### src/rtl/core/slot_pool_linked_allocator_defines.svh
// Assertion macros used by the slot pool allocator RTL.
`ifndef SLOT_POOL_LINKED_ALLOCATOR_DEFINES_SVH
`define SLOT_POOL_LINKED_ALLOCATOR_DEFINES_SVH

// Same-cycle implication, sampled on clk, off while arst_n is low
`define SPLA_ASSERT_NOW(label, ante, cons, msg) \
	label: assert property (@(posedge clk) disable iff (!arst_n) (ante) |-> (cons)) \
		else $error(msg);

// Next-cycle implication, sampled on clk, off while arst_n is low
`define SPLA_ASSERT_NEXT(label, ante, cons, msg) \
	label: assert property (@(posedge clk) disable iff (!arst_n) (ante) |=> (cons)) \
		else $error(msg);

`endif

### src/rtl/core/spla_pkg.sv
// Types and constants of the slot pool allocator.
package spla_pkg;

	localparam int unsigned SLOTS_DEF = 256;
	localparam int unsigned SLOT_W    = 8;
	localparam int unsigned COUNT_W   = 9;

	typedef enum logic [1:0] {
		OP_ALLOC   = 2'd0,
		OP_RELEASE = 2'd1,
		OP_QUERY   = 2'd2,
		OP_REINIT  = 2'd3
	} op_t;

	typedef enum logic [1:0] {
		ST_OK          = 2'd0,
		ST_EMPTY       = 2'd1,
		ST_PROTECTED   = 2'd2,
		ST_NOT_IN_USE  = 2'd3
	} status_t;

endpackage

### src/rtl/core/spla_ram.sv
// Single-write, single-read synchronous RAM with registered read data.
module spla_ram #(
	parameter int unsigned DEPTH = spla_pkg::SLOTS_DEF,
	parameter int unsigned WIDTH = 9
) (
	input  logic                     clk,
	input  logic                     we,
	input  logic [$clog2(DEPTH)-1:0] waddr,
	input  logic [WIDTH-1:0]         wdata,
	input  logic [$clog2(DEPTH)-1:0] raddr,
	output logic [WIDTH-1:0]         rdata
);
	import spla_pkg::*;

	logic [WIDTH-1:0] mem [DEPTH];

	// write port
	always_ff @(posedge clk) begin
		if (we) begin
			mem[waddr] <= wdata;
		end
	end

	// read port, registered
	always_ff @(posedge clk) begin
		rdata <= mem[raddr];
	end

endmodule
### config.mk
export PLATFORM = sky130hd
export DESIGN_NAME = spla_ram
export DESIGN_NICKNAME = d
export VERILOG_FILES = /design/src/rtl/core/slot_pool_linked_allocator_defines.svh /design/src/rtl/core/spla_pkg.sv /design/src/rtl/core/spla_ram.sv
export SDC_FILE = /design/constraint.sdc
export NUM_CORES = 2
export LEC_CHECK = 0
export BUFFER_PORTS_ARGS = -buffer_cell sky130_fd_sc_hd__buf_2
export CAP_MARGIN = 5
export CORE_AREA = 2 2 476 478
export CTS_CLUSTER_DIAMETER = 150
export DETAILED_ROUTE_END_ITERATION = 16
export DIE_AREA = 0 0 478 480
export PLACE_DENSITY = 0.57
export SYNTH_ARGS = -nofsm -noshare
export SYNTH_HDL_FRONTEND = slang
export SYNTH_SLANG_ARGS = --single-unit
### constraint.sdc
create_clock -name clk -period 3 [get_ports clk]
set_input_delay 0.6 -clock clk [delete_from_list [all_inputs] [get_ports clk]]
set_output_delay 0.6 -clock clk [all_outputs]
set_load 0.02 [all_outputs]
==> impl_metrics.yaml <==
run_status:
  status: "finished, violations left"
  violations: "negative setup slack"
route:
  wl_met3_um: 16000
  wl_um: 238000
  route.top_layer_used: "met5"
  wl_met1_um: 101000
  drt_iter0_drc: 5207
  ant_nets: 0
  wl_per_cell_um: 29.4
  drc: 0
  vias_per_cell: 5.63
  dr.pass1.iters: 5
  dr_total_vias: 45600
  dr_wl_met2_um: 115000
placement:
  dpl.hpwl_um: 153000
  io_buffers: 35
  placed_cells: 7692
  placedInstanceArea_um2: 98100
  globalplace.congestion: 0.850
  pre_cts_slack_ns: -0.902
logic_synthesis:
  synthDistinctLibCells: 57
  yosys.area.top_type: "edfxtp_1"
  synth_edf_count: 2304
  ys_seq_area_frac: 0.777
  synth_seq_cells: 2313
  synth_flop_cell: "edfxtp_1"
  syn_inst: 4237
  syn_nets: 4264
  synth.top_cells.by_area: "edfxtp_1, mux4_2, mux2i_1"
  async_flop_share: 0
  syn_area_um2: 89300
  syn_avg_cell_area_um2: 21.1
  yosysWarningCount: 0
  synth.top_cell.area_share: 0.775
critical_path:
  path_cells: "buf_8 > buf_4 > buf_12 > buf_12 > mux4_2 > a22o_1 > a221oi_1 > buf_4 > o32ai_1 > nor3_1 > nor4_1"
  timing.critical_path.max_delay_family: "buffers and inverters"
  critical_path_arrival_ns: 3.83
  cp-end-kind: "register"
  cp_num_buf_inv: 5
  required_ns: 3.72
  max_stage_delay_ns: 0.73
  criticalPathCategory: "in -> reg"
  cp-start-kind: "input port"
  cpMaxStageDelayCell: "nor3_1"
  cp_max_fo: 15
global_route:
  grtUsageTotal: 0.207
  grt_max_degree: 117
  grt_pass1_wl_um: 340000
  grt_pass1_vias: 45600
  grt_overflow: 0
  antenna_found_initial: 12
sta:
  slew_violations: 0
  finalSetupViolCount: 1
  fin_ws_ns: -0.114
  tightest_slew_ns: 1.06
  finalSetupTns_ns: -0.114
  slew_headroom: 0.296
  hold_violations: 0
  grt_setup_unrepaired: "false"
  fin_skew_ns: 0.0515
  period_needed_ns: 3.11
  whs_ns: 0.168
  max_freq_ghz: 0.321
  post-route-period-util: 1.04
clock_tree:
  clk_latency_ns: 0.88
  cts-root-buf: "clkbuf_16"
  cts.sinks: 2313
  clock_path_buffers: 3
  cts_tree: "built"
  cts_buffers: 225
  cts-htree-levels: 4
  cts_setup_buffers: 0
  clk_pin_slew_worst_paths_ns: 0.06
die:
  die_y_um: 480
  io_pins: 36
  initial_utilization: 0.399
  rows: 174
  die_area_um2: 229000
  fp.coreArea_um2: 224000
  die_x_um: 478
finish:
  fin_nets: 4955
  n_fill_cell: 18600
  final_cell_mix: "edfxtp_1, buf_4, mux4_2"
  finalNonFillerCells: 8098
  area_growth_pct: 17.7
  fin_util: 0.469
  finalInstanceArea_um2: 105000
  final_common_cell: "edfxtp_1"
  drive_above_1_share: 0.297
power:
  switching_share: 0.217
  leakage_nw: 33.7
  netSwitchingPower_mw: 14.4
  power_frac_comb: 0.057
  p_clk_frac: 0.404
  ir_drop_mv: 0.473
  p_per_area_nw_per_um2: 631
  power_mw: 66.3
  p_int_mw: 51.9
  pwr-share-seq: 0.539
job:
  maxCapViolations: 0
hold_path:
  hold_path_class: "in -> reg"
-- timing repair --
| item | in CTS | in global routing |
|---|---|---|
| gates resized for setup | 0 | 1 |
| hold buffers | 1 | 0 |
| setup endpoints to repair | 0 | 1 |
| endpoints found under the hold margin | 7 | 0 |
-- sequential cells by signal (all words and copies together), names as in the netlist --
name	cells
rdata	9
mem	2304
-- cells in the mapped netlist, types with 10 or more instances --
library cell and n:
a211oi_1 26, o21ai_0 31, a22oi_1 174, nand3_1 31, mux2i_1 177, buf_1 14
buf_4 28, mux2_2 21, nand2_1 40, clkbuf_1 120, nor2b_1 28, nor2_1 305
a221oi_1 11, nand4_1 11, buf_2 54, mux4_2 467, nor4_1 27, buf_6 26
a21oi_1 98, o221ai_1 35, edfxtp_1 2304, buf_8 12, o22ai_1 65, nor3_1 21
a31oi_1 10
-- layout make-up --
| class | count | area (µm²) | area share |
|---|---|---|---|
| flip-flops and latches | 2313 | 69400 | 0.660 |
| clock buffers | 278 | 5890 | 0.0561 |
| clock inverters | 122 | 1010 | 0.00965 |
| inverters | 2 | 7.51 | 0.0000715 |
| well taps | 2992 | 3740 | 0.0356 |
| diodes | 5 | 12.5 | 0.000119 |
| multi-input cells | 1663 | 18400 | 0.175 |
| repair buffers | 723 | 6620 | 0.0630 |
-- power groups by stage --
stage / Clock, mW / Sequential (mW) / Combinational (mW)
floorplan: 0 / 36.4 / 1.69
global placement: 0 / 36.4 / 3.74
detailed placement: 0 / 36.4 / 3.78
CTS: 27.2 / 35.7 / 3.79
global route: 28.5 / 35.7 / 3.95
finish: 26.8 / 35.7 / 3.75
-- worst paths after layout --
check / startpoint / to / slack, ns / depth (start not counted)
hold reg to reg: mem[38][3]$_DFFE_PP_ / rdata[3]$_DFF_P_ / 0.94 / 5
hold / removal: wdata[8] / mem[206][8]$_DFFE_PP_ / 0.17 / 1
setup reg to reg: mem[192][0]$_DFFE_PP_ / rdata[0]$_DFF_P_ / 0.06 / 7
setup / recovery: raddr[0] / rdata[0]$_DFF_P_ / -0.11 / 11
-- metal layers --
layer | vias up | global-route usage
met4 | 10 | 0.0602
li1 | 19200 | -
met1 | 24300 | 0.293
met3 | 343 | 0.0328
met2 | 1687 | 0.332
met5 | - | 0
-- kinds of logic after synthesis --
group | share of synthesized area
flip-flops | 0.777
AO/OA/AOI/OAI | 0.0375
AND/OR/NAND/NOR | 0.0250
multiplexers | 0.143
buffers and inverters | 0.0175
Power figures use the tool's default switching activity.
